### config.mk
export PLATFORM = sky130hd
export DESIGN_NAME = pchih_ram
export DESIGN_NICKNAME = d
export VERILOG_FILES = /design/src/rtl/pchih_ram.sv
export SDC_FILE = /design/constraint.sdc
export NUM_CORES = 2
export LEC_CHECK = 0
export BUFFER_PORTS_ARGS = -buffer_cell sky130_fd_sc_hd__buf_2
export CORE_UTILIZATION = 55
export CTS_BUF_LIST = sky130_fd_sc_hd__clkbuf_4 sky130_fd_sc_hd__clkbuf_8 sky130_fd_sc_hd__clkbuf_16
export DETAILED_ROUTE_END_ITERATION = 12
export PLACE_DENSITY = 0.76
export REMOVE_ABC_BUFFERS = 1
export SETUP_SLACK_MARGIN = 0.5
export SYNTH_ARGS = -nofsm -noshare
export SYNTH_HDL_FRONTEND = slang
export SYNTH_SLANG_ARGS = --single-unit
### constraint.sdc
create_clock -name clk -period 5.1 [get_ports clk]
set_input_delay 0 -clock clk [delete_from_list [all_inputs] [get_ports clk]]
set_output_delay 0 -clock clk [all_outputs]
set_load 0.005 [all_outputs]
### src/rtl/pchih_ram.sv
// Generic simple dual-port RAM: one write port, one read port, registered read.
// Standalone; used for the channel table and the histogram.
`default_nettype none

module pchih_ram #(
	parameter int WIDTH = 32,
	parameter int DEPTH = 128,
	localparam int AW   = $clog2(DEPTH)
) (
	input  wire logic             clk,
	input  wire logic             we,
	input  wire logic [AW-1:0]    waddr,
	input  wire logic [WIDTH-1:0] wdata,
	input  wire logic [AW-1:0]    raddr,
	output logic      [WIDTH-1:0] rdata
);

	logic [WIDTH-1:0] mem [DEPTH];

	always_ff @(posedge clk) begin
		if (we) begin
			mem[waddr] <= wdata;
		end
		rdata <= mem[raddr];
	end

endmodule

`default_nettype wire

## After elaboration in Yosys (flattened, before gate mapping)

Memory sizes are Yosys's and may differ from the RTL's. A register that Yosys moved wholly into a read port is not among the register bits.
Index checks and enable logic that the tools add are counted.

| cells by class | value |
|---|---|
| mux-type cells | 2 |

Operator list:

| cell | count |
|---|---|
| $mux W1 | 2 |

| storage, ports and cells | value |
|---|---|
| flip-flop bits (word level) | 0 |
| memory bits (writable) | 4096 |
| input port bits | 48 |
| output and inout port bits | 32 |
| word-level logic and storage cells | 3 |
| memories kept | 1 |

Memories:

| memory | words | bits a word | rd ports | clocked after Yosys merged registers in | write ports | line | text |
|---|---|---|---|---|---|---|---|
| mem | 128 | 32 | 1 | 1 | 1 | 18 | `logic [WIDTH-1:0] mem [DEPTH];` |

## Longest topological paths before layout

| depth | value |
|---|---|
| word-level depth | 2 |
| mapped depth | 8 |
| depth with buffers taken out | 4 |

## Worst setup path after synthesis

Ideal clock, no wire load.

| timing | value |
|---|---|
| path type | input-to-reg |
| from | input port we |
| to | memory mem[98][0], enable pin |
| setup time | 0.461 ns |
| arrival | 2.778 ns |
| required time | 4.639 ns |
| path slack | 1.861 ns |
| stages on the path | 3 |
| path buffers | 1 |
| cell sequence | clkbuf_1 > nand4_1 > nor3_1 |

| on the way | value |
|---|---|
| longest elaborated chain between the ends | 2 |

RTL lines:

| item | line | text |
|---|---|---|
| start: declaration | 11 | `input wire logic we,` |
| $mux W1 | 21 | `if (we) begin` |
| $mux W1 (not written as such) | 22 | `mem[waddr] <= wdata;` |
| end: declaration | 18 |  |

Every way passes these cells.

## Worst setup path in the final report

| timing | value |
|---|---|
| from | input port waddr[0] |
| to | memory mem[94][5], enable pin |

RTL lines:

| item | line | text |
|---|---|---|
| start: declaration | 12 | `input wire logic [AW-1:0] waddr,` |

No word-level cell before the write port.

==> results.py <==
metrics = {
    "run_status": {
        "status": "completed",
    },
    "logic_synthesis": {
        "syn_inst": 5990,
        "synth_top_area_share_pct": 78.7,
        "synth_xor_area_share_pct": 0,
        "synthFlopType": "edfxtp_1",
        "yosys-top-cells-area": "edfxtp_1 79%, mux4_2 19%, clkbuf_1 0.44%",
        "syn-cell-area_um2": 156000,
        "synth_top_family_by_area": "multiplexers",
        "synth_fa_ha_area_share_pct": 0,
        "async_flop_share_pct": 0,
        "synth_edf_count": 4096,
        "avgSynthCellArea_um2": 26.1,
        "synthSimpleGateAreaFrac_pct": 0.446,
        "synth_mux_area_share_pct": 19.6,
        "synth_common_cells": "4,096 x edfxtp_1, 1,344 x mux4_2, 182 x clkbuf_1",
        "yosysWarnings": 0,
        "synth_compound_area_share_pct": 0,
        "synth.most_common_cell": "edfxtp_1",
        "seq_area_frac_synth_pct": 79.1,
        "synth-seq-cells": 4128,
        "synth_cell_types": 17,
        "synth_largest_area_cell": "edfxtp_1",
    },
    "cts": {
        "post_cts_resized": 0,
        "clk_path_buf_depth": 4,
        "clk_pin_slew_worst_paths_ps": 60,
        "numCtsBuffers": 382,
        "clock-root-buffer": "clkbuf_16",
        "postCtsHoldBufs": 41,
        "clk_latency_ps": 910,
        "htree_num_levels": 5,
        "cts_sinks": 4128,
        "post-cts-setup-buffers": 0,
        "cts_tree": "yes",
    },
    "drt": {
        "avgRoutedWirePerCell_um": 40.9,
        "drt_pass1_iterations": 5,
        "drt_wl_total_um": 431000,
        "drc_errors": 0,
        "drtIter0Drc": 12782,
        "final_antenna_net_count": 0,
        "vias": 74204,
        "viasPerCell": 7.03,
    },
    "worst_setup_path": {
        "r2r-start": "mem[67][31]",
        "startpoint_type": "input pin",
        "worstPathRequired_ps": 5630,
        "worstPathArrival_ps": 3700,
        "cp-startpoint": "waddr[0]",
        "worst-path-buf-inv": 3,
        "crit_family": "simple AND/OR/NAND/NOR gates",
        "crit_path_end_kind": "flip-flop",
        "crit_type": "input pin to flip-flop",
        "crit_path_cell_trace": "dlygate4sd3_1 -> buf_2 -> nor2b_1 -> nand3_2 -> nor2_4 -> buf_4",
        "crit_path_top_delay_cell": "nor2_4",
        "worstPathMaxFanout": 19,
        "cp_slowest_stage_delay_ps": 1100,
    },
    "final_layout": {
        "areaGrowthSynthToFinish_pct": 13.0,
        "final_nets": 6494,
        "final_area_um2": 177000,
        "fillers": 17234,
        "final_util_pct": 62.5,
        "drive_gt1_share_pct": 36.6,
    },
    "timing": {
        "hold_viol_final": 0,
        "max_slew_margin_pct": 16.4,
        "worstMarginPinSlew_ps": 1250,
        "rsz0062_at_grt": "false",
        "setup_violations": 0,
        "period_share_pct": 62.1,
        "setup_ws_ps": 1930,
        "min_period_ps": 3170,
        "finClkSkew_ps": 53.6,
        "setup_tns_ps": 0,
        "finalMaxSlewViolations": 0,
        "max_clock_freq_ghz": 0.316,
    },
    "floorplan": {
        "io-pin-count": 80,
        "die_x_um": 535,
        "dieHeight_um": 535,
        "rows": 195,
        "start_util_pct": 55.4,
        "coreArea_um2": 282000,
        "die_area_um2": 286000,
    },
    "global_routing": {
        "grt_use_total_pct": 30.1,
        "grt-busiest-layer": "met2",
        "grt_pass1_vias": 74674,
        "overflow": 0,
        "use_met3_pct": 8.34,
        "grt_max_degree": 119,
        "grt_pass1_wl_um": 589000,
        "grt_antenna_before_repair": 58,
        "use_met1_pct": 39.7,
        "met2_usage_pct": 46.9,
    },
    "placement": {
        "place.gp.congestion": 0.840,
        "placed_area_um2": 164000,
        "io_buffer_count": 79,
        "dpl.hpwl_um": 235000,
        "post-place-ws_ps": 1410,
    },
    "power": {
        "power_density_nw_per_um2": 396,
        "leakagePower_uw": 0.0542,
        "peakVddDrop_mv": 0.273,
    },
    "hold_path": {
        "worstHoldStart": "raddr[4]",
        "hp-class": "input pin to flip-flop",
    },
    "run": {
        "cap_violations": 0,
    },
}
## state kept, by name, indices dropped and copies added, names as in the netlist
register,cells
rdata,32
mem,4096
## layer usage
metal | vias up | routed length (um)
met3 | 1072 | 61700
met2 | 6444 | 206000
met4 | 36 | 24000
li1 | 27318 | -
met1 | 39334 | 139000
met5 | - | 221
## worst paths after layout
kind / to / slack, ps / cells after the start
hold / removal: rdata[10] / 60 / 4
hold reg to reg: rdata[10] / 1150 / 4
setup reg to reg: rdata[31] / 1940 / 5
setup / recovery: mem[94][5] / 1930 / 6
## area by class of cell
class / instances / area, um^2 / area share [%]
Antenna cell: 51 / 128 / 0.0723
Tap cell: 3743 / 4680 / 2.65
Sequential cell: 4128 / 124000 / 70.0
Clock buffer: 491 / 10600 / 6.00
Multi-Input combinational cell: 1546 / 32300 / 18.3
Timing Repair Buffer: 388 / 3390 / 1.92
Clock inverter: 203 / 1810 / 1.03
## cells by family after synthesis
group,Yosys count
DFF,4128
muxes,1376
buffers and inverters,316
and+or+nand+nor,170
## worst register-to-register path, delay by kind of cell, from the launching register on
family | cells | cell delay [ps]
buf+inv | 1 | 560
flops | 1 | 400
mux | 4 | 2070
## power by group
part / internal (uW) / switching [uW]
registers: 37500 / 204
logic: 1400 / 2260
clock network: 16200 / 12500
## cells in the final DEF, fill, tap and decap left out, drive strengths merged
cell type	n
edfxtp	4096
mux4	1344
clkbuf	491
buf	347
clkinv	153
nor2	122
diode	51
dlygate4sd3	41
mux2	32
dfxtp	32
bufinv	29
clkinvlp	14
nand2	14
nand3	12
nor3	9
nor2b	7
inv	7
nand4	3
nand2b	2
or3	1
## stage by stage
step	std cells	power, uW	hold WS (ps)
2_1_floorplan	5674	39600	98.9
3_3_place_gp	9764	41800	428
3_5_place_dp	9764	41900	437
4_1_cts	10499	70000	5.98
5_1_grt	10542	71300	35.6
6_report	10550	70000	58.1
No activity file was read; power rests on OpenSTA's default activity.
